<file path="src/vt44_pkg.sv">
// ----------------------------------------------------------------------------
// vt44_pkg
// Shared types, widths and helper functions of the 4x4 vertex transform block.
// ----------------------------------------------------------------------------
package vt44_pkg;

    localparam int FRAC_BITS   = 16;  // fraction bits of the fixed point format
    localparam int WORD_BITS   = 32;  // stored matrix element width
    localparam int IO_BITS     = 32;  // width of every value field on the ports
    localparam int QUEUE_DEPTH = 4;

    localparam int WIDE_BITS = (WORD_BITS > IO_BITS) ? WORD_BITS : IO_BITS;
    localparam int OP_BITS   = WIDE_BITS + 1;  // room for a negated element
    localparam int PROD_BITS = 2 * OP_BITS;
    localparam int HALF_BITS = PROD_BITS + 1;
    localparam int SUM_BITS  = PROD_BITS + 2;

    localparam int IN_FIELD_BITS = 2 + 2 + 5 * IO_BITS;
    localparam int IN_DATA_BITS  = ((IN_FIELD_BITS + 7) / 8) * 8;
    localparam int OUT_DATA_BITS = 4 * IO_BITS;

    localparam int QPTR_BITS = (QUEUE_DEPTH > 1) ? $clog2(QUEUE_DEPTH) : 1;
    localparam int QCNT_BITS = $clog2(QUEUE_DEPTH + 1);

    localparam logic signed [WORD_BITS-1:0] WORD_MAX = {1'b0, {(WORD_BITS-1){1'b1}}};
    localparam logic signed [WORD_BITS-1:0] WORD_MIN = {1'b1, {(WORD_BITS-1){1'b0}}};
    localparam logic signed [WORD_BITS-1:0] UNIT_VALUE =
        (FRAC_BITS < WORD_BITS - 1) ? WORD_BITS'(64'd1 << FRAC_BITS) : WORD_MAX;

    // action codes on the input tuser
    typedef enum logic [1:0] {
        ACT_LOAD   = 2'd0,
        ACT_XFORM  = 2'd1,
        ACT_INVERT = 2'd2
    } t_action;

    // work kinds carried through the queue
    typedef enum logic [1:0] {
        K_LOAD,
        K_XFORM,
        K_INVERT
    } t_kind;

    typedef struct packed {
        t_kind                     kind;
        logic [1:0]                row;
        logic [1:0]                col;
        logic [3:0][IO_BITS-1:0]   data;  // lane 0 holds the element value on a load
    } t_entry;

    typedef struct packed {
        logic                  flag;
        logic [WORD_BITS-1:0]  value;
    } t_sat;

    // sign extend or truncate a stored word to a port field
    function automatic logic [IO_BITS-1:0] to_io(logic signed [WORD_BITS-1:0] v);
        logic signed [WIDE_BITS-1:0] t;
        t = v;
        return t[IO_BITS-1:0];
    endfunction

    // clamp a port value into the stored word range
    function automatic logic signed [WORD_BITS-1:0] load_sat(logic signed [IO_BITS-1:0] v);
        logic signed [WIDE_BITS-1:0]     t;
        logic [WIDE_BITS-WORD_BITS:0]    hi;
        t  = v;
        hi = t[WIDE_BITS-1:WORD_BITS-1];
        if ((&hi) || !(|hi)) begin
            return t[WORD_BITS-1:0];
        end else begin
            return t[WIDE_BITS-1] ? WORD_MIN : WORD_MAX;
        end
    endfunction

    // arithmetic shift down by the fraction bits, then clamp to a word
    function automatic t_sat shift_sat(logic signed [SUM_BITS-1:0] s);
        logic signed [SUM_BITS-1:0]    sh;
        logic [SUM_BITS-WORD_BITS:0]   hi;
        t_sat                          r;
        sh = s >>> FRAC_BITS;
        hi = sh[SUM_BITS-1:WORD_BITS-1];
        if ((&hi) || !(|hi)) begin
            r.flag  = 1'b0;
            r.value = sh[WORD_BITS-1:0];
        end else begin
            r.flag  = 1'b1;
            r.value = sh[SUM_BITS-1] ? WORD_MIN : WORD_MAX;
        end
        return r;
    endfunction

endpackage

</file>
<file path="src/vt44_front.sv">
// ----------------------------------------------------------------------------
// vt44_front
// Input stage: takes stream transfers, decodes the action into a work kind,
// drops the unused code and pushes the work into the queue.
// ----------------------------------------------------------------------------
module vt44_front
    import vt44_pkg::*;
(
    input  logic                     i_clk,
    input  logic                     i_rst_n,
    input  logic                     i_s_axis_tvalid,
    output logic                     o_s_axis_tready,
    input  logic [IN_DATA_BITS-1:0]  i_s_axis_tdata,
    input  logic [1:0]               i_s_axis_tuser,
    output logic                     o_push,
    output t_entry                   o_entry,
    input  logic                     i_full
);

    logic    r_valid;
    logic    n_valid;
    t_entry  r_entry;
    t_entry  n_entry;
    logic    keep;
    logic    accept;

    assign o_s_axis_tready = !r_valid || !i_full;
    assign accept          = i_s_axis_tvalid && o_s_axis_tready;
    assign o_push          = r_valid && !i_full;
    assign o_entry         = r_entry;

    always_comb begin
        keep          = 1'b1;
        n_entry.kind  = K_LOAD;
        n_entry.row   = i_s_axis_tdata[1:0];
        n_entry.col   = i_s_axis_tdata[3:2];
        n_entry.data[0] = i_s_axis_tdata[4 +: IO_BITS];
        for (int k = 1; k < 4; k++) begin
            n_entry.data[k] = i_s_axis_tdata[4 + (k + 1) * IO_BITS +: IO_BITS];
        end
        case (t_action'(i_s_axis_tuser))
            ACT_LOAD: begin
                n_entry.kind = K_LOAD;
            end
            ACT_XFORM: begin
                n_entry.kind    = K_XFORM;
                n_entry.data[0] = i_s_axis_tdata[4 + IO_BITS +: IO_BITS];
            end
            ACT_INVERT: begin
                n_entry.kind = K_INVERT;
            end
            default: begin
                keep = 1'b0;
            end
        endcase
    end

    assign n_valid = (r_valid && !o_push) || (accept && keep);

    always_ff @(posedge i_clk) begin
        if (!i_rst_n) begin
            r_valid <= 1'b0;
        end else begin
            r_valid <= n_valid;
        end
    end

    always_ff @(posedge i_clk) begin
        if (accept) begin
            r_entry <= n_entry;
        end
    end

endmodule

</file>
<file path="config.mk">
export PLATFORM = sky130hd
export DESIGN_NAME = vt44_front
export DESIGN_NICKNAME = d
export VERILOG_FILES = /design/src/vt44_pkg.sv /design/src/vt44_front.sv
export SDC_FILE = /design/constraint.sdc
export NUM_CORES = 1
export LEC_CHECK = 0
export BUFFER_PORTS_ARGS = -buffer_cell sky130_fd_sc_hd__buf_2
export CAP_MARGIN = 10
export CORE_AREA = 3 3 121 123
export CTS_CLUSTER_SIZE = 24
export DETAILED_ROUTE_END_ITERATION = 16
export DIE_AREA = 0 0 124 126
export GPL_TIMING_DRIVEN = 0
export MAX_ROUTING_LAYER = met4
export PLACE_DENSITY = 0.67
export SYNTH_ARGS = -nofsm -noshare
export SYNTH_HDL_FRONTEND = slang
export SYNTH_SLANG_ARGS = --single-unit
</file>
<file path="constraint.sdc">
create_clock -name i_clk -period 4.5 [get_ports i_clk]
set_input_delay 0.45 -clock i_clk [delete_from_list [all_inputs] [get_ports i_clk]]
set_output_delay 0.45 -clock i_clk [all_outputs]
set_load 0.005 [all_outputs]
</file>
# After elaboration in Yosys (flattened, before gate mapping)
# Cells that the tools add are included.
[totals]
ff_bits = 135
in_bits = 174
output_inout_bits = 136
word_cells = 24
[op_classes]
eq_ne = 2
n_mux = 3
n_reduce_logical = 11
[op_table]
columns = ["operator", "count"]
rows = [
  ["32-bit 2-to-1 mux", 1],
  ["1-bit logical AND", 4],
  ["2-bit one-hot mux with 2 select lines", 1],
  ["1-bit zero test", 3],
  ["3-bit OR reduction", 1],
  ["2-bit by 1-bit == test with 1-bit output (second input constant)", 1],
  ["2-bit == test (second input constant)", 1],
  ["2-bit zero test", 1],
  ["1-bit logical OR", 2],
  ["1-bit 2-to-1 mux", 1],
]

# Logic depth before layout (Yosys ltp)
[depth]
depth_word = 5
depth_mapped = 4

# Least setup slack after synthesis
# Ideal clock, no wire load.
[synth_path]
path_type = "input-to-reg"
from = "input port i_full"
to = "register r_entry (netlist bit o_entry[0]) (enable)"
setup_ns = 0.509
arrival_time_ns = 3.643
t_required_ns = 3.991
slack_ns = 0.348
cell_stages = 2
path_cell_list = "nand2_1 -> and2_1"
[synth_via]
elab_chain_cells = 3
[synth_rtl]
columns = ["item", "line_no", "rtl"]
rows = [
  ["start, declared", "vt44_front.sv:17", "input logic i_full"],
  ["1-bit zero test", "vt44_front.sv:27", "assign o_s_axis_tready = !r_valid || !i_full;"],
  ["1-bit logical OR", "vt44_front.sv:27", ""],
  ["1-bit logical AND", "vt44_front.sv:28", "assign accept = i_s_axis_tvalid && o_s_axis_tready;"],
  ["net accept", "vt44_front.sv:25", "logic accept;"],
  ["end signal, assigned", "vt44_front.sv:70", "r_entry <= n_entry;"],
  ["end, declared", "vt44_front.sv:22", "t_entry r_entry;"],
]
# The timed path passes the listed nets, and every way through them passes these cells.
# A chain may end at the register's enable or synchronous reset.

# Worst setup path in the final report
[layout_path]
from = "register r_valid"
to = "register r_entry (netlist bit o_entry[120]) (enable)"
[layout_via]
elab_chain_cells = 3
[layout_rtl]
columns = ["item", "line_no", "rtl"]
rows = [
  ["start, declared", "vt44_front.sv:20", "logic r_valid;"],
  ["start signal, assigned", "vt44_front.sv:64", "r_valid <= n_valid;"],
  ["1-bit zero test", "vt44_front.sv:27", ""],
  ["1-bit logical OR", "vt44_front.sv:27", ""],
  ["1-bit logical AND", "vt44_front.sv:28", ""],
  ["net accept", "vt44_front.sv:25", ""],
]
# The timed path passes the listed nets, and every way through them passes these cells.

==> impl.org <==
** Routing
- Average vias per placed instance :: between 4 and 5
- Routed length per placed instance :: about 16 um
- Met1 Routed Length :: ~4 mm
- The count of nets left with antenna violations once routing finished came out at 0.
- Signal routing reaches up to met4.
- Pre-Repair DR Iteration Count :: 4
- After detailed routing, the number of remaining DRC violations is 0.
- The routed design uses between 5 and 6 mm of met2 wire.
- WL final :: 11.2 mm
- Met3 Wirelength :: ~1.3 mm
- Via count :: 2905
- Number of violations reported at the end of detailed-routing iteration 0 :: 119

** Pwr
- The analysis attributes to cell leakage a power of between 0.003 and 0.004 uW.
- The worst-case IR drop observed on VDD is 0.000211 V.
- Proportion of power drawn by combinational gates :: 0.081
- Pwr dens :: around 440 nW/um^2
- Internal power consumption :: roughly 2400 uW
- Final Total Pwr :: approximately 3100 uW
- The share of total power dissipated in sequential elements is 0.484.
- Net switching share of the total power :: 0.212
- Of the total power, the clock network draws 0.435.
- The analysis attributes to net switching a power of around 660 uW.

** STA
- Tmin final :: 1910 ps
- Measured against its own limit, the worst slew margin works out to 0.446.
- Clock tree skew after final layout :: between 7 and 8 ps
- Top achievable clock speed :: between 0.5 and 0.6 GHz
- Setup repair after global routing missed its margin :: no
- The number of max-slew violations in the final report came to 0.
- Setup violations remaining at the end of the flow were counted as 0.
- Final hold slack :: approximately 210 ps
- Worst Max-Slew Pin Slew :: 831 ps
- The final hold violation count came to 0.
- Setup slack of the critical path after layout :: 2590 ps
- Of the available clock period, the critical path in the final layout requires 0.424.

** Clock tree
- After clock tree synthesis, the setup repair step added 0 buffers.
- Number of CTS-inserted buffers :: 17
- The H-tree generated during clock tree synthesis spans 4 levels.
- Worst-skew pair later-pin latency :: between 400 and 500 ps
- In this run the deepest clock path goes through 2 buffers.
- Quantity of gates resized following cts :: 0
- Root Buffer :: sky130_fd_sc_hd__clkbuf_16
- Buffers inserted to repair hold after CTS numbered 0.
- TritonCTS built the clock tree.
- Post-CTS clock slew at the launch and capture registers of the worst setup and hold paths :: roughly 60 ps
- TritonCTS Sinks :: between 100 and 150

** Worst setup path
- Critical path startpoint :: r_valid$_SDFF_PN0_
- The worst setup path is launched from a flip-flop.
- STA puts the critical path data arrival time at slightly below 2000 ps.
- Class of the most critical setup path :: reg -> reg
- Required arrival time at the worst endpoint :: roughly 4600 ps
- Counting cells, the worst reg-to-reg path comes to 3.
- Maximum fanout encountered on the critical timing path :: 72
- Worst Setup End Kind :: flip-flop
- Startpoint of the worst register-to-register path :: r_valid$_SDFF_PN0_

** Yosys
- Syn Nets :: between 300 and 400
- A synthesized cell averages ~26 sq um.
- Synthesis produced 178 cells.
- Mapped Area :: ~4600 sq um
- For this run, the number of Yosys warnings is 0.
- Flip-flop and latch count after synthesis :: 135
- Of the synthesized area, sequential elements account for 0.872.
- The netlist uses 12 different library cells.
- The share of synthesized area in the top cell type comes to 0.868.
- Synth area leaders :: sky130_fd_sc_hd__edfxtp_1 87%, sky130_fd_sc_hd__mux2_4 9.4%, sky130_fd_sc_hd__buf_12 1.3%
- The largest total area in the synthesized netlist belongs to sky130_fd_sc_hd__edfxtp_1.

** Final layout
- After the flow finishes, the layout carries non-filler instances totaling approximately 700.
- Of the cells placed in the final design, the portion with a size suffix greater than 1 is 0.729.
- After routing the design area is around 7000 sq um.
- From synthesis to final layout, the design area changed by 50.9%.
- Final Net Count :: between 600 and 700
- Fill cell total of the finished layout :: approximately 1.2k
- The repair_antennas step left the layout with diodes totalling 0.

** Placed design
- Summing all placed instances gives a cell area of 6420 sq um.
- Timing analysis after detailed placement gives a worst setup slack of between 2000 and 2500 ps.
- Routability-driven placement finished with a final weighted congestion of 0.732.
- Port-buffer cells :: approximately 310
- Placed cells :: 664

** Hold path
- The startpoint identified for the worst hold timing path is i_s_axis_tdata[117].
- In this run the worst hold path is classified as in -> reg.
- Hold path depth :: 1

** Die
- Die width :: roughly 120 um
- The floorplan has 43 rows.
- Top-level I/O count :: between 300 and 400
- The die is between 100 and 150 um tall.
- Core Area :: 13800 sq um
- For this configuration, the core starts out at a cell density of 0.337.
- The die covers 15600 sq um.

** GRT
- Number of antenna violations at the first check in global routing :: 0
- Via count of the first global-routing pass :: 2991
- The first global-routing pass estimated between 15 and 20 mm of wire.
- For this run, the total global-route usage over all layers was measured as 0.141.
- Maximum number of pins on one net before global-route repair :: 73
- Congestion Overflow GR :: 0

** Status
- Status :: completed

** Job
- Across the run, the number of max-cap violations was 0.
[cells in the mapped netlist]
cell type / count
sky130_fd_sc_hd__a21boi_0: 1
sky130_fd_sc_hd__buf_12: 3
sky130_fd_sc_hd__mux2_2: 3
sky130_fd_sc_hd__edfxtp_1: 134
sky130_fd_sc_hd__nor2b_1: 2
sky130_fd_sc_hd__nor2b_4: 1
sky130_fd_sc_hd__buf_6: 1
sky130_fd_sc_hd__a21bo_2: 1
sky130_fd_sc_hd__mux2_4: 29
sky130_fd_sc_hd__and2_1: 1
sky130_fd_sc_hd__dfxtp_1: 1
sky130_fd_sc_hd__nand2_1: 1
[worst paths after layout]
| path | slack [ps] | end |
|---|---|---|
| worst max-delay path | 2590 | o_entry[120]$_DFFE_PP_ |
| worst min-delay path | 210 | o_entry[81]$_DFFE_PP_ |
| worst max register to register | 2590 | o_entry[120]$_DFFE_PP_ |
| worst min register to register | 610 | r_valid$_SDFF_PN0_ |
[power groups by stage]
stage / logic [uW] / registers, uW / clock network, uW
after floorplan: 73.2 / 1540 / 0
after global placement: 248 / 1530 / 0
after detailed placement: 257 / 1520 / 0
after CTS: 258 / 1500 / 1380
after global routing: 275 / 1500 / 1440
final: 251 / 1500 / 1340
[cell usage in the layout (no fill, tap or decap), drive strengths merged]
| cell | synthesis | layout |
|---|---|---|
| a21bo | 1 | 1 |
| a21boi | 1 | 1 |
| edfxtp | 134 | 134 |
| nor2b | 3 | 3 |
| and2 | 1 | 1 |
| inv | 0 | 3 |
| nand2 | 1 | 1 |
| dfxtp | 1 | 1 |
| buf | 4 | 310 |
| mux2 | 32 | 32 |
| clkbuf | 0 | 17 |
| clkinv | 0 | 6 |
| clkinvlp | 0 | 4 |
| bufinv | 0 | 2 |
[critical path: stages, from the launching register on]
cell and delay (ps):
sky130_fd_sc_hd__dfxtp_1 310, sky130_fd_sc_hd__nand2_1 120, sky130_fd_sc_hd__and2_4 700, sky130_fd_sc_hd__buf_16 360
[cells by family (layout without fill, tap and decap cells)]
kind of cell    after synthesis  count (layout)  synth area share
compound gates                2               2           0.00378
buf+inv                       4             342            0.0154
flops                       135             135             0.872
mux                          32              32             0.101
simple gates                  5               5           0.00782
[through the flow]
stage	setup TNS (ps)	util
2_1_floorplan	0	-
5_1_grt	0	0.508
4_1_cts	0	0.508
3_3_place_gp	-106500	0.464
6_report	0	0.508
3_5_place_dp	0	0.466
[registers in the layout, indices dropped and copies added (netlist names)]
name     count
r_valid      1
o_entry    134
[metal layers]
| metal | up-vias | track usage |
|---|---|---|
| met5 | - | - |
| met4 | 0 | 0.0541 |
| met3 | 12 | 0.0584 |
| met2 | 188 | 0.235 |
| met1 | 1339 | 0.149 |
| li1 | 1366 | - |
[cell type report]
| class | instances | area (sq um) | area share |
|---|---|---|---|
| flip-flops and latches | 135 | 4040 | 0.578 |
| repair buffers | 306 | 1550 | 0.222 |
| multi-input cells | 39 | 526 | 0.0751 |
| clock buffers | 17 | 425 | 0.0608 |
| well taps | 180 | 225 | 0.0322 |
| clock inverters | 15 | 153 | 0.0218 |
| plain buffers | 4 | 71.3 | 0.0102 |
Power figures use the tool's default switching activity.
