==> config.mk <==
export PLATFORM = sky130hd
export DESIGN_NAME = vt44_queue
export DESIGN_NICKNAME = d
export VERILOG_FILES = /design/src/vt44_pkg.sv /design/src/vt44_queue.sv
export SDC_FILE = /design/constraint.sdc
export NUM_CORES = 1
export LEC_CHECK = 0
export ABC_AREA = 0
export BUFFER_PORTS_ARGS = -buffer_cell sky130_fd_sc_hd__buf_2
export CAP_MARGIN = 20
export CORE_AREA = 10 10 240 242
export DETAILED_ROUTE_END_ITERATION = 10
export DIE_AREA = 0 0 250 252
export GPL_TIMING_DRIVEN = 1
export PLACE_DENSITY_LB_ADDON = 0.08
export SLEW_MARGIN = 20
export SYNTH_ARGS = -nofsm -noshare
export SYNTH_HDL_FRONTEND = slang
export SYNTH_SLANG_ARGS = --single-unit
export TNS_END_PERCENT = 50
==> constraint.sdc <==
create_clock -name i_clk -period 13.25 [get_ports i_clk]
set_input_delay 0.6625 -clock i_clk [delete_from_list [all_inputs] [get_ports i_clk]]
set_output_delay 0.6625 -clock i_clk [all_outputs]
set_load 0.02 [all_outputs]
==> src/vt44_pkg.sv <==
// ----------------------------------------------------------------------------
// vt44_pkg
// Shared types, widths and helper functions of the 4x4 vertex transform block.
// ----------------------------------------------------------------------------
package vt44_pkg;

    localparam int FRAC_BITS   = 16;  // fraction bits of the fixed point format
    localparam int WORD_BITS   = 32;  // stored matrix element width
    localparam int IO_BITS     = 32;  // width of every value field on the ports
    localparam int QUEUE_DEPTH = 4;

    localparam int WIDE_BITS = (WORD_BITS > IO_BITS) ? WORD_BITS : IO_BITS;
    localparam int OP_BITS   = WIDE_BITS + 1;  // room for a negated element
    localparam int PROD_BITS = 2 * OP_BITS;
    localparam int HALF_BITS = PROD_BITS + 1;
    localparam int SUM_BITS  = PROD_BITS + 2;

    localparam int IN_FIELD_BITS = 2 + 2 + 5 * IO_BITS;
    localparam int IN_DATA_BITS  = ((IN_FIELD_BITS + 7) / 8) * 8;
    localparam int OUT_DATA_BITS = 4 * IO_BITS;

    localparam int QPTR_BITS = (QUEUE_DEPTH > 1) ? $clog2(QUEUE_DEPTH) : 1;
    localparam int QCNT_BITS = $clog2(QUEUE_DEPTH + 1);

    localparam logic signed [WORD_BITS-1:0] WORD_MAX = {1'b0, {(WORD_BITS-1){1'b1}}};
    localparam logic signed [WORD_BITS-1:0] WORD_MIN = {1'b1, {(WORD_BITS-1){1'b0}}};
    localparam logic signed [WORD_BITS-1:0] UNIT_VALUE =
        (FRAC_BITS < WORD_BITS - 1) ? WORD_BITS'(64'd1 << FRAC_BITS) : WORD_MAX;

    // action codes on the input tuser
    typedef enum logic [1:0] {
        ACT_LOAD   = 2'd0,
        ACT_XFORM  = 2'd1,
        ACT_INVERT = 2'd2
    } t_action;

    // work kinds carried through the queue
    typedef enum logic [1:0] {
        K_LOAD,
        K_XFORM,
        K_INVERT
    } t_kind;

    typedef struct packed {
        t_kind                     kind;
        logic [1:0]                row;
        logic [1:0]                col;
        logic [3:0][IO_BITS-1:0]   data;  // lane 0 holds the element value on a load
    } t_entry;

    typedef struct packed {
        logic                  flag;
        logic [WORD_BITS-1:0]  value;
    } t_sat;

    // sign extend or truncate a stored word to a port field
    function automatic logic [IO_BITS-1:0] to_io(logic signed [WORD_BITS-1:0] v);
        logic signed [WIDE_BITS-1:0] t;
        t = v;
        return t[IO_BITS-1:0];
    endfunction

    // clamp a port value into the stored word range
    function automatic logic signed [WORD_BITS-1:0] load_sat(logic signed [IO_BITS-1:0] v);
        logic signed [WIDE_BITS-1:0]     t;
        logic [WIDE_BITS-WORD_BITS:0]    hi;
        t  = v;
        hi = t[WIDE_BITS-1:WORD_BITS-1];
        if ((&hi) || !(|hi)) begin
            return t[WORD_BITS-1:0];
        end else begin
            return t[WIDE_BITS-1] ? WORD_MIN : WORD_MAX;
        end
    endfunction

    // arithmetic shift down by the fraction bits, then clamp to a word
    function automatic t_sat shift_sat(logic signed [SUM_BITS-1:0] s);
        logic signed [SUM_BITS-1:0]    sh;
        logic [SUM_BITS-WORD_BITS:0]   hi;
        t_sat                          r;
        sh = s >>> FRAC_BITS;
        hi = sh[SUM_BITS-1:WORD_BITS-1];
        if ((&hi) || !(|hi)) begin
            r.flag  = 1'b0;
            r.value = sh[WORD_BITS-1:0];
        end else begin
            r.flag  = 1'b1;
            r.value = sh[SUM_BITS-1] ? WORD_MIN : WORD_MAX;
        end
        return r;
    endfunction

endpackage

==> src/vt44_queue.sv <==
// ----------------------------------------------------------------------------
// vt44_queue
// Short first-in first-out queue between the front and the back, head shown
// without a read delay.
// ----------------------------------------------------------------------------
module vt44_queue
    import vt44_pkg::*;
(
    input  logic    i_clk,
    input  logic    i_rst_n,
    input  logic    i_push,
    input  t_entry  i_entry,
    output logic    o_full,
    input  logic    i_pop,
    output logic    o_valid,
    output t_entry  o_head
);

    t_entry                r_mem [QUEUE_DEPTH];
    logic [QPTR_BITS-1:0]  r_wr;
    logic [QPTR_BITS-1:0]  r_rd;
    logic [QCNT_BITS-1:0]  r_count;
    logic                  do_push;
    logic                  do_pop;

    assign o_full  = (r_count == QCNT_BITS'(QUEUE_DEPTH));
    assign o_valid = (r_count != '0);
    assign o_head  = r_mem[r_rd];
    assign do_push = i_push && !o_full;
    assign do_pop  = i_pop && o_valid;

    function automatic logic [QPTR_BITS-1:0] bump(logic [QPTR_BITS-1:0] p);
        if (p == QPTR_BITS'(QUEUE_DEPTH - 1)) begin
            return '0;
        end else begin
            return p + 1'b1;
        end
    endfunction

    always_ff @(posedge i_clk) begin
        if (!i_rst_n) begin
            r_wr    <= '0;
            r_rd    <= '0;
            r_count <= '0;
        end else begin
            if (do_push) begin
                r_wr <= bump(r_wr);
            end
            if (do_pop) begin
                r_rd <= bump(r_rd);
            end
            if (do_push && !do_pop) begin
                r_count <= r_count + 1'b1;
            end else if (do_pop && !do_push) begin
                r_count <= r_count - 1'b1;
            end
        end
    end

    always_ff @(posedge i_clk) begin
        if (do_push) begin
            r_mem[r_wr] <= i_entry;
        end
    end

endmodule

# Word level (Yosys, flattened, before mapping)
# Memory sizes are Yosys's and may differ from the RTL's. A register that Yosys moved wholly into a read port is not among the register bits.
# Cells that the tools add are included.
dict set report classes {
  add_sub_neg 4
  n_eq_ne 3
  n_mux 8
  n_reduce_logical 9
}
# operator count
set ops {}
lappend ops {{2-bit two-way mux} 4}
lappend ops {{3-bit two-way mux} 2}
lappend ops {{2-bit by 1-bit adder with 2-bit output, second input constant} 2}
lappend ops {{2-bit == test, second input constant} 2}
lappend ops {{1-bit logical AND} 4}
lappend ops {{3-bit by 1-bit adder with 3-bit output, second input constant} 1}
lappend ops {{3-bit == test, second input constant} 1}
lappend ops {{1-bit zero test} 3}
lappend ops {{3-bit nonzero test} 1}
lappend ops {{3-bit by 1-bit subtractor with 3-bit output, second input constant} 1}
lappend ops {{1-bit two-way mux} 2}
lappend ops {{2-bit nonzero test} 1}
dict set report totals {
  regBits 7
  mem_bits_rw 536
  inputBits 138
  output_inout_bits 136
  elab_cells 28
  memories 1
}
# memory words width rd rd_clocked_by_memory_dff write_ports line_no
set mem_list {}
lappend mem_list {r_mem 4 134 1 1 1 vt44_queue.sv:19} ;# t_entry r_mem [QUEUE_DEPTH];

# Logic depth before layout (Yosys ltp)
# Gate-level depths: netlist of the first run.
dict set report depth {
  ltp_word 7
  ltp_mapped 9
  ltp_nobuf 8
}

# Worst setup path after synthesis of the first run
# Ideal clock, no wire load.
dict set report synth_path {
  path_type {input to register}
  start {input i_push}
  end {memory r_mem[0][0] in the netlist's numbering (enable)}
  setup_time_ns 0.509
  t_arrival_ns 4.124
  t_required_ns 12.741
  setup_slack_ns 8.616
  cell_stages 3
  path_buffers 1
  cell_sequence {nor2b_1 > clkbuf_1 > and2_1}
}
dict set report synth_via {
  elab_chain_len 3
}
# item line_no
set synth_lines {}
lappend synth_lines {{from (decl)} vt44_queue.sv:11} ;# input logic i_push,
lappend synth_lines {{1-bit logical AND} vt44_queue.sv:29} ;# assign do_push = i_push && !o_full;
lappend synth_lines {{net do_push} vt44_queue.sv:23} ;# logic do_push;
lappend synth_lines {{1-bit two-way mux} vt44_queue.sv:61} ;# if (do_push) begin
lappend synth_lines {{1-bit two-way mux (not written as such)} vt44_queue.sv:62} ;# r_mem[r_wr] <= i_entry;
lappend synth_lines {{to (decl)} vt44_queue.sv:19}
# The timed path passes the listed nets, and every way through them passes these cells.

==> results.tsv, run 1 <==
stage	metric	value	unit
sta	measured slew at the worst slew-check pin	995	ps
synth	proportion of register bits with asynchronous set or reset after synthesis	0	%
clocking	Clk Tree Root Cell	clkbuf_16	
clocking	clock transition at the registers of the reported paths	60	ps
synth	most frequent cells after synthesis	edfxtp_1, mux4_2, buf_2, clkbuf_1, dfxtp_1	
sta	worst hold-check slack	282	ps
power_and_ir_drop	pwr/cell area	202	nW/um2
global_routing	largest net degree at the start of global routing	59	
setup_path	critical path's top delay family	buffers and inverters	
placement	Port Buf Inserts	273	
synth	share of the synthesized area in the top cell type	81.4	%
setup_path	setup slack, reg-to-reg	9690	ps
sta	share of the clock period used by the worst path	31.7	%
global_routing	global-route wire length before repair	63.1	mm
worst_hold_path	number of instances on the worst hold path	1	
setup_path	CP Capture Type	output pin	
setup_path	Buf/Inv on CP	3	
setup_path	reg-to-reg endpoint	r_mem[1][119]$_DFFE_PP_	
layout	# nets final	1209	
placement	worst slack at placement	9340	ps
global_routing	total congestion overflow	0	
setup_path	highest fanout seen on the critical path	42	
route	final routed DRC violation total	0	
route	Total Routed Length	42.2	mm
synth	Post-Synthesis Cells	751	
floorplanning	DIE WIDTH	250	um
clocking	cts hold-fix bufs	0	
layout	synthesis-to-layout area growth	19.8	%
setup_path	Max stage delay cell, worst path	buf_4	
global_routing	global routing usage summed across all routing layers	13.3	%
setup_path	WS Path Type	flip-flop to output pin	
floorplanning	number of placement rows	84	
layout	layout cells sized above 1	45.6	%
floorplanning	Die Outline Area	63000	um2
synth	Post-Syn Nets	896	
clocking	Clock Latency Late Sink	590	ps
clocking	clock buffers created by TritonCTS	57	
route	overall via count from detail_route	8754	
sta	RSZ-0062 raised after global routing	false	
route	average routed wire per standard cell	23.4	um
setup_path	most prevalent standard cell on the critical path	buf_4	
layout	Layout fillers	4462	
setup_path	beginning of the worst register-to-register path	r_count[0]$_SDFFE_PN0P_	
sta	Max Slew Vio Count	0	
sta	summed negative setup slack over all endpoints	0	ps
clocking	post-CTS setup buffer count	0	
setup_path	stage delay of the slowest cell on the critical path	810	ps
clocking	TritonCTS clock tree	done	
placement	placed instance area	21900	um2
route	antenna-violating nets left	0	
route	router iterations before antenna repair	4	
floorplanning	core area	52400	um2
sta	Highest Clock Rate	238	MHz
placement	detailed-placement wirelength estimate	25.9	mm
setup_path	FF-to-FF path depth	5	
flow_run	max-cap viol count	0	
placement	RePlAce Congestion	0.705	
synth	cell taking the most area after synthesis	edfxtp_1	
clocking	H-tree levels	2	
synth	EDFF count, synth	536	
clocking	number of resized instances in the post-cts repair step	0	
synth	dominant cell by count in the synthesized netlist	edfxtp_1	
sta	minimum clock period after layout	4200	ps
synth	predominant post-synthesis flop cell	edfxtp_1	
layout	total non-filler cell area in the finished layout	23700	um2
setup_path	total number of cells along the worst setup path	4	
setup_path	Crit path arrival time	3540	ps
floorplanning	Die Height	252	um
global_routing	vias in the first global route	9560	
synth	unique cell type count in the Yosys netlist	22	
power_and_ir_drop	leakage power figure	7.84	nW
floorplanning	initial standard-cell utilization of the core	37.7	%
outcome	status	finished, final reports clean	
setup_path	type of origin of the critical path	flip-flop	
power_and_ir_drop	worst ir drop on vdd	0.115	mV
route	Avg Vias per Cell	4.87	
setup_path	sequence of cells on the critical path	buf_4, buf_4, mux4_2, buf_2	
worst_hold_path	worst min-delay path endpoint	r_mem[0][119]$_DFFE_PP_	
clocking	number of sinks handled by clock tree synthesis	545	
floorplanning	IO Count	274	
synth	biggest area contributors in the synthesized netlist	edfxtp_1, mux4_2, dfxtp_1, buf_6, buf_2	
route	iteration-0 DRC count of the detailed router	418	
global_routing	number of antenna violations at the first check in global routing	10	
sta	post-route clock skew	14.3	ps
sta	final worst slack	9050	ps
synth	Post-Syn Area per Cell	26.3	um2
setup_path	Critical Path RT	12590	ps
synth	combined area of all synthesized cells	19800	um2
sta	Slew HR	33.7	%
clocking	buffer depth of the longest clock path	3	
worst_hold_path	startpoint of the worst hold path	i_entry[119]	
sta	count of endpoints failing setup in the final report	0	
worst_hold_path	HP Class	primary input to flip-flop	
synth	count of warnings emitted by yosys	0	
sta	final-report hold violation count	0	
synth	post-synthesis register bit count	545	
synth	proportion of synthesized chip area in sequential cells	82.3	%
## metal layers
layer  wire, um  track usage, %  share of wire [%]  vias up
met5         89               0               0.21        -
met4        853            3.60                2.0       12
met3       2560            4.05                6.1       80
met2      21300            22.3                 50      213
met1      17400            16.4                 41     4572
li1           -               -                  -     3877
## power by group
group / leakage, nW / switching [mW] / internal [mW]
logic: 1.99 / 0.680 / 0.447
registers: 4.99 / 0.0583 / 2.10
clock network: 0.867 / 0.626 / 0.886
total: 7.84 / 1.36 / 3.43
## cell usage in the layout, fill, tap and decap left out, types with 4 or more instances in the layout
cell | Yosys | final
ha_1 | 6 | 6
clkinv_2 | 0 | 11
buf_2 | 15 | 273
clkbuf_1 | 9 | 10
clkinv_1 | 0 | 14
mux4_2 | 134 | 134
dfxtp_1 | 9 | 7
nand2_1 | 6 | 6
edfxtp_1 | 536 | 536
clkbuf_16 | 0 | 57
and2_4 | 0 | 4
buf_4 | 0 | 13
bufinv_16 | 0 | 5
## kinds of logic after synthesis
group                      count (synthesis)  share of synthesized area (%)
xor gates and xnor gates                   2                         0.0886
buffers and inverters                     35                           1.06
muxes                                    137                           15.4
and+or+nand+nor                           20                          0.525
adders and majority gates                  7                          0.481
AOI/OAI and AO/OA                          5                          0.152
DFF                                      545                           82.3
## worst register-to-register path: stages, from the launching register on
cell and delay (ps):
dfxtp_1 420, nor3b_1 100, nor2b_1 430, and2_4 530, buf_4 680, buf_4 920
## per-stage QoR
step	cells	utilization (%)	power (mW)
after detailed placement	1693	41.8	3.37
after global routing	1797	45.2	5.03
after floorplan	751	-	2.98
after global placement	1693	41.8	3.37
after CTS	1796	45.2	4.91
final	1799	45.2	4.80
## registers in the layout, indices dropped and copies added, names as in the netlist, named ones only
| signal | cells |
|---|---|
| r_rd | 2 |
| r_count | 3 |
| r_mem | 536 |
| r_wr | 2 |
## cell type report
class | instances | area, um2 | area share [%]
tap | 688 | 861 | 3.63
clock inverter | 35 | 298 | 1.26
clock buffer | 68 | 1480 | 6.23
antenna | 3 | 7.51 | 0.0317
inverter | 3 | 11.3 | 0.0475
multi-input combinational | 171 | 3300 | 13.9
timing repair buffer | 286 | 1460 | 6.18
sequential | 545 | 16300 | 68.7
## worst max path at each step
stage                            endpoint  slack (ps)
global placement    r_mem[2][3]$_DFFE_PP_        9350
finish                         o_head[38]        9050
detailed placement  r_mem[2][2]$_DFFE_PP_        9340
CTS                            o_head[38]        8830
floorplan           r_mem[0][0]$_DFFE_PP_        8620
global route                   o_head[38]        8680
(Power assumes the default switching activity.)
==> run 2, diff against run 1 <==
==> constraint.sdc (replaced) <==
create_clock -name i_clk -period 3.97 [get_ports i_clk]
set_input_delay 0.1985 -clock i_clk [delete_from_list [all_inputs] [get_ports i_clk]]
set_output_delay 0.1985 -clock i_clk [all_outputs]
set_load 0.02 [all_outputs]
==> run 2 against run 1 <==
Compared with the run above:
- clock skew is 4.0 ps lower
- power grew to 3.4 times the previous value
- register-to-register slack worse by 8300 ps
- first-iteration DRC count is 34% higher
- critical path depth is 1 lower
- via count is 6.6% higher
- worst setup slack worse by 7800 ps
- sequential power grew to 3.3 times the previous value
- count of clock-buffer cells in the layout is 1 lower
- cell count is 7.7% higher
- sequential share of layout area is 4.4 points lower
==> results.tsv, run 2 (synthesized netlist as in run 1, its figures left out) <==
stage	metric	value	unit
global_routing	global routing usage summed across all routing layers	13.8	%
clocking	Clock Latency Late Sink	590	ps
layout	Layout fillers	4301	
clocking	TritonCTS clock tree	done	
placement	Port Buf Inserts	273	
floorplanning	Die Outline Area	63000	um2
route	final routed DRC violation total	0	
setup_path	WS Path Type	flip-flop to output pin	
sta	post-route clock skew	10.3	ps
layout	Largest register FFs	536	
route	Total Routed Length	43.9	mm
power_and_ir_drop	register share of total power	43.8	%
sta	summed negative setup slack over all endpoints	0	ps
layout	Reg with most FFs	r_mem	
layout	Sequential cell area	16300	um2
global_routing	largest net degree at the start of global routing	73	
global_routing	vias in the first global route	10326	
power_and_ir_drop	net switching fraction of the power	28.3	%
setup_path	CP Capture Type	output pin	
worst_hold_path	HP Class	primary input to flip-flop	
floorplanning	core area	52400	um2
floorplanning	number of placement rows	84	
power_and_ir_drop	Cell Int Power	11.8	mW
setup_path	Critical Path RT	3770	ps
placement	placed instance area	22100	um2
layout	synthesis-to-layout area growth	28.1	%
clocking	Clk Tree Root Cell	clkbuf_16	
sta	Slew HR	44.6	%
power_and_ir_drop	switching power total	4.67	mW
layout	most frequent cells in the layout	edfxtp_1, buf_2, dlygate4sd3_1	
route	Avg Vias per Cell	4.81	
clocking	clock buffers created by TritonCTS	57	
layout	# nets final	1349	
sta	Max Slew Vio Count	0	
floorplanning	DIE WIDTH	250	um
sta	Highest Clock Rate	362	MHz
placement	detailed-placement wirelength estimate	26.3	mm
route	overall via count from detail_route	9329	
sta	share of the clock period used by the worst path	69.7	%
setup_path	Crit path arrival time	2570	ps
layout	footprint of the multi-input gates	3300	um2
sta	final worst slack	1200	ps
layout	layout cells sized above 1	41.4	%
route	iteration-0 DRC count of the detailed router	560	
clocking	number of sinks handled by clock tree synthesis	545	
layout	largest registers ranked by flip-flop count	r_mem: 536 flops, r_count: 3 flops	
power_and_ir_drop	part of the power in the clock network	32.2	%
setup_path	type of origin of the critical path	flip-flop	
outcome	status	finished, final reports clean	
setup_path	setup slack, reg-to-reg	1420	ps
clocking	clock transition at the registers of the reported paths	60	ps
flow_run	max-cap viol count	0	
sta	RSZ-0062 raised after global routing	false	
power_and_ir_drop	worst ir drop on vdd	0.381	mV
clocking	buffer depth of the longest clock path	3	
floorplanning	initial standard-cell utilization of the core	37.7	%
layout	total non-filler cell area in the finished layout	25300	um2
power_and_ir_drop	leakage power figure	8.51	nW
global_routing	number of antenna violations at the first check in global routing	3	
clocking	H-tree levels	2	
route	router iterations before antenna repair	4	
sta	minimum clock period after layout	2770	ps
setup_path	highest fanout seen on the critical path	55	
sta	measured slew at the worst slew-check pin	831	ps
placement	worst slack at placement	1390	ps
placement	RePlAce Congestion	0.691	
floorplanning	IO Count	274	
route	average routed wire per standard cell	22.7	um
clocking	post-CTS setup buffer count	0	
route	antenna-violating nets left	0	
sta	final-report hold violation count	0	
power_and_ir_drop	pwr/cell area	651	nW/um2
layout	most common library cell in the layout ignoring fill and taps	edfxtp_1	
global_routing	total congestion overflow	0	
global_routing	global-route wire length before repair	66.5	mm
floorplanning	Die Height	252	um
sta	count of endpoints failing setup in the final report	0	
power_and_ir_drop	combinational share of power	24.0	%
run 2: metal layers:
metal  vias to the layer above  track usage (%)  routed length, um
met5                         -                0                 20
met4                         4             3.96                822
met3                        70             3.65               2730
met2                       241             22.2              21500
met1                      4850             18.1              18800
li1                       4164                -                  -
run 2: layout make-up:
class	instances	share of cell area, %
inverters	3	0.0445
well taps	688	3.40
repair buffers	426	11.8
multi-input cells	171	13.0
flip-flops and latches	545	64.3
clock buffers	67	5.95
clock inverters	37	1.46
diodes	1	0.00988
run 2: through the flow:
step | hold WS, ps | instances | total power [mW] | util [%]
2_1_floorplan | 297 | 751 | 9.92 | -
3_3_place_gp | 416 | 1697 | 11.3 | 42.1
3_5_place_dp | 417 | 1697 | 11.3 | 42.1
4_1_cts | 74.9 | 1937 | 16.8 | 48.3
5_1_grt | 114 | 1938 | 17.3 | 48.3
6_report | 115 | 1938 | 16.5 | 48.3
run 2: what timing repair did:
item	4_1_cts	5_1_grt
gates resized for setup	0	0
hold buffers	136	0
endpoints found under the hold margin	545	0
run 2: power groups by stage:
stage | Combinational, mW | Sequential (mW) | Clock, mW
3_5_place_dp | 4.00 | 7.35 | 0
3_3_place_gp | 4.01 | 7.33 | 0
6_report | 3.96 | 7.21 | 5.31
5_1_grt | 4.29 | 7.27 | 5.71
4_1_cts | 4.12 | 7.23 | 5.47
2_1_floorplan | 2.65 | 7.27 | 0
run 2: final timing paths:
check                           from                endpoint  cells past startpoint
max reg2reg  r_count[0]$_SDFFE_PN0P_  r_mem[0][70]$_DFFE_PP_                      4
max                        flip-flop              o_head[92]                      3
min                           i_push    r_wr[1]$_SDFFE_PN0P_                      3
min reg2reg     r_wr[1]$_SDFFE_PN0P_    r_wr[1]$_SDFFE_PN0P_                      2
run 2: critical path, stage by stage, from the launching register on:
cell and delay, ps:
dfxtp_4 650, buf_12 450, mux4_2 620, buf_2 190
==> run 3, diff against run 2 <==
==> constraint.sdc (replaced) <==
create_clock -name i_clk -period 2.4 [get_ports i_clk]
set_input_delay 0.12 -clock i_clk [delete_from_list [all_inputs] [get_ports i_clk]]
set_output_delay 0.12 -clock i_clk [all_outputs]
set_load 0.02 [all_outputs]
==> run 3 against run 2 <==
Compared with the run above:
- register-to-register slack lost 1100 ps
- via count grew 0.83%
- sequential share of layout area shrank 0.52 points
- largest power group unchanged
==> results.tsv, run 3 (synthesized netlist as in run 1, its figures left out) <==
stage	metric	value	unit
layout	layout cells sized above 1	41.6	%
floorplanning	number of placement rows	84	
placement	placed instance area	22400	um2
sta	measured slew at the worst slew-check pin	459	ps
flow_run	max-cap viol count	0	
worst_hold_path	HP Class	primary input to flip-flop	
layout	Largest register FFs	536	
setup_path	stage delay of the slowest cell on the critical path	570	ps
setup_path	sequence of cells on the critical path	buf_4, buf_16, mux4_2, buf_2	
placement	Port Buf Inserts	273	
layout	synthesis-to-layout area growth	29.1	%
floorplanning	Die Height	252	um
clocking	buffer depth of the longest clock path	3	
power_and_ir_drop	pwr/cell area	1050	nW/um2
sta	share of the clock period used by the worst path	95.4	%
sta	post-route clock skew	14.5	ps
global_routing	number of antenna violations at the first check in global routing	3	
route	overall via count from detail_route	9406	
power_and_ir_drop	combinational share of power	26.3	%
layout	largest registers ranked by flip-flop count	r_mem: 536 flops, r_count: 3 flops	
global_routing	global-route wire length before repair	66.1	mm
setup_path	Max stage delay cell, worst path	mux4_2	
global_routing	total congestion overflow	0	
layout	Reg with most FFs	r_mem	
clocking	Clk Tree Root Cell	clkbuf_16	
setup_path	WS Path Type	flip-flop to output pin	
sta	Max Slew Vio Count	0	
sta	Slew HR	69.4	%
power_and_ir_drop	register share of total power	44.1	%
global_routing	largest net degree at the start of global routing	62	
power_and_ir_drop	leakage power figure	8.64	nW
floorplanning	DIE WIDTH	250	um
sta	minimum clock period after layout	2290	ps
power_and_ir_drop	overall power of the completed layout	26.9	mW
route	final routed DRC violation total	0	
route	Avg Vias per Cell	4.77	
power_and_ir_drop	net switching fraction of the power	28.2	%
sta	Highest Clock Rate	437	MHz
sta	final-report hold violation count	0	
layout	post-route insts no fill	1970	
setup_path	setup slack, reg-to-reg	320	ps
floorplanning	IO Count	274	
placement	dpl cells	1726	
layout	most common library cell in the layout ignoring fill and taps	edfxtp_1	
clocking	Clock Latency Late Sink	590	ps
power_and_ir_drop	part of the power in the clock network	29.7	%
layout	most frequent cells in the layout	edfxtp_1, buf_2, dlygate4sd3_1	
power_and_ir_drop	Cell Int Power	19.3	mW
setup_path	CP Capture Type	output pin	
layout	# nets final	1382	
route	antenna-violating nets left	0	
route	iteration-0 DRC count of the detailed router	519	
route	average routed wire per standard cell	22.0	um
floorplanning	initial standard-cell utilization of the core	37.7	%
route	router iterations before antenna repair	4	
clocking	clock buffers created by TritonCTS	56	
floorplanning	Die Outline Area	63000	um2
setup_path	Crit path arrival time	2170	ps
layout	total non-filler cell area in the finished layout	25500	um2
setup_path	highest fanout seen on the critical path	15	
route	Total Routed Length	43.3	mm
power_and_ir_drop	worst ir drop on vdd	0.784	mV
clocking	TritonCTS clock tree	done	
power_and_ir_drop	switching power total	7.58	mW
setup_path	Critical Path RT	2280	ps
floorplanning	core area	52400	um2
clocking	H-tree levels	2	
clocking	number of sinks handled by clock tree synthesis	545	
outcome	status	finished, final reports clean	
sta	RSZ-0062 raised after global routing	false	
placement	RePlAce Congestion	0.706	
global_routing	global routing usage summed across all routing layers	13.7	%
setup_path	type of origin of the critical path	flip-flop	
clocking	clock transition at the registers of the reported paths	60	ps
sta	count of endpoints failing setup in the final report	0	
global_routing	vias in the first global route	10421	
placement	detailed-placement wirelength estimate	27.4	mm
run 3: changes by cell type in the layout (fill, tap and decap cells not counted), moves of 4 or more:
cell        delta
buf_12         +7
buf_4         +24
bufinv_16      -5
clkbuf_1       +8
clkbuf_8       +4
clkinv_1       +8
clkinv_2       -9
clkinvlp_4     -5
run 3: timing repair:
action                                  CTS  global route
setup buffers                             4             0
endpoints found under the hold margin   545             0
gates cloned                              0             1
hold buffers                            136             0
gates resized for setup                   2             2
endpoints found under the setup margin   78            16
run 3: stage by stage:
step	hold slack, ps	util (%)	TNS, ps	setup WS, ps
after floorplan	219	-	-350140	-653
after global placement	338	42.7	0	376
after detailed placement	335	42.7	0	320
after CTS	42.7	48.6	0	0.332
after global routing	64.4	48.7	0	2.97
final	87.5	48.7	0	111
run 3: final timing paths:
check / start / to / cells past startpoint
worst max-delay path: flip-flop / o_head[64] / 4
worst min-delay path: i_push / r_wr[0]$_SDFFE_PN0P_ / 4
worst max register to register: r_count[0]$_SDFFE_PN0P_ / r_count[2]$_SDFFE_PN0P_ / 7
worst min register to register: r_wr[1]$_SDFFE_PN0P_ / r_wr[1]$_SDFFE_PN0P_ / 2
run 3: cell type report:
cell class	count	area, um2
Clock buffer	77	1540
Timing Repair Buffer	460	3380
Clock inverter	24	149
Tap cell	688	861
Multi-Input combinational cell	171	3300
Antenna cell	2	5.00
Fill cell	4359	26900
Sequential cell	545	16300
Inverter	3	11.3
run 3: power by group through the flow:
stage,Sequential (mW),Combinational [mW],Clock [mW]
3_5_place_dp,12.1,6.91,0
6_report,11.8,7.05,7.98
2_1_floorplan,12.0,4.38,0
4_1_cts,11.8,7.25,8.27
5_1_grt,11.9,7.61,8.68
3_3_place_gp,12.1,6.93,0
run 3: routing by layer:
metal	up-vias	track usage, %	part of all wire [%]
li1	4224	-	-
met1	4901	17.5	43
met2	222	22.5	49
met3	57	4.00	6.0
met4	2	3.72	1.8
met5	-	0	0.030
run 3: worst max-delay path: cells and delay by family (launching register included):
kind | cells | cell delay (ps)
buf+inv | 3 | 600
mux | 1 | 570
flops | 1 | 400
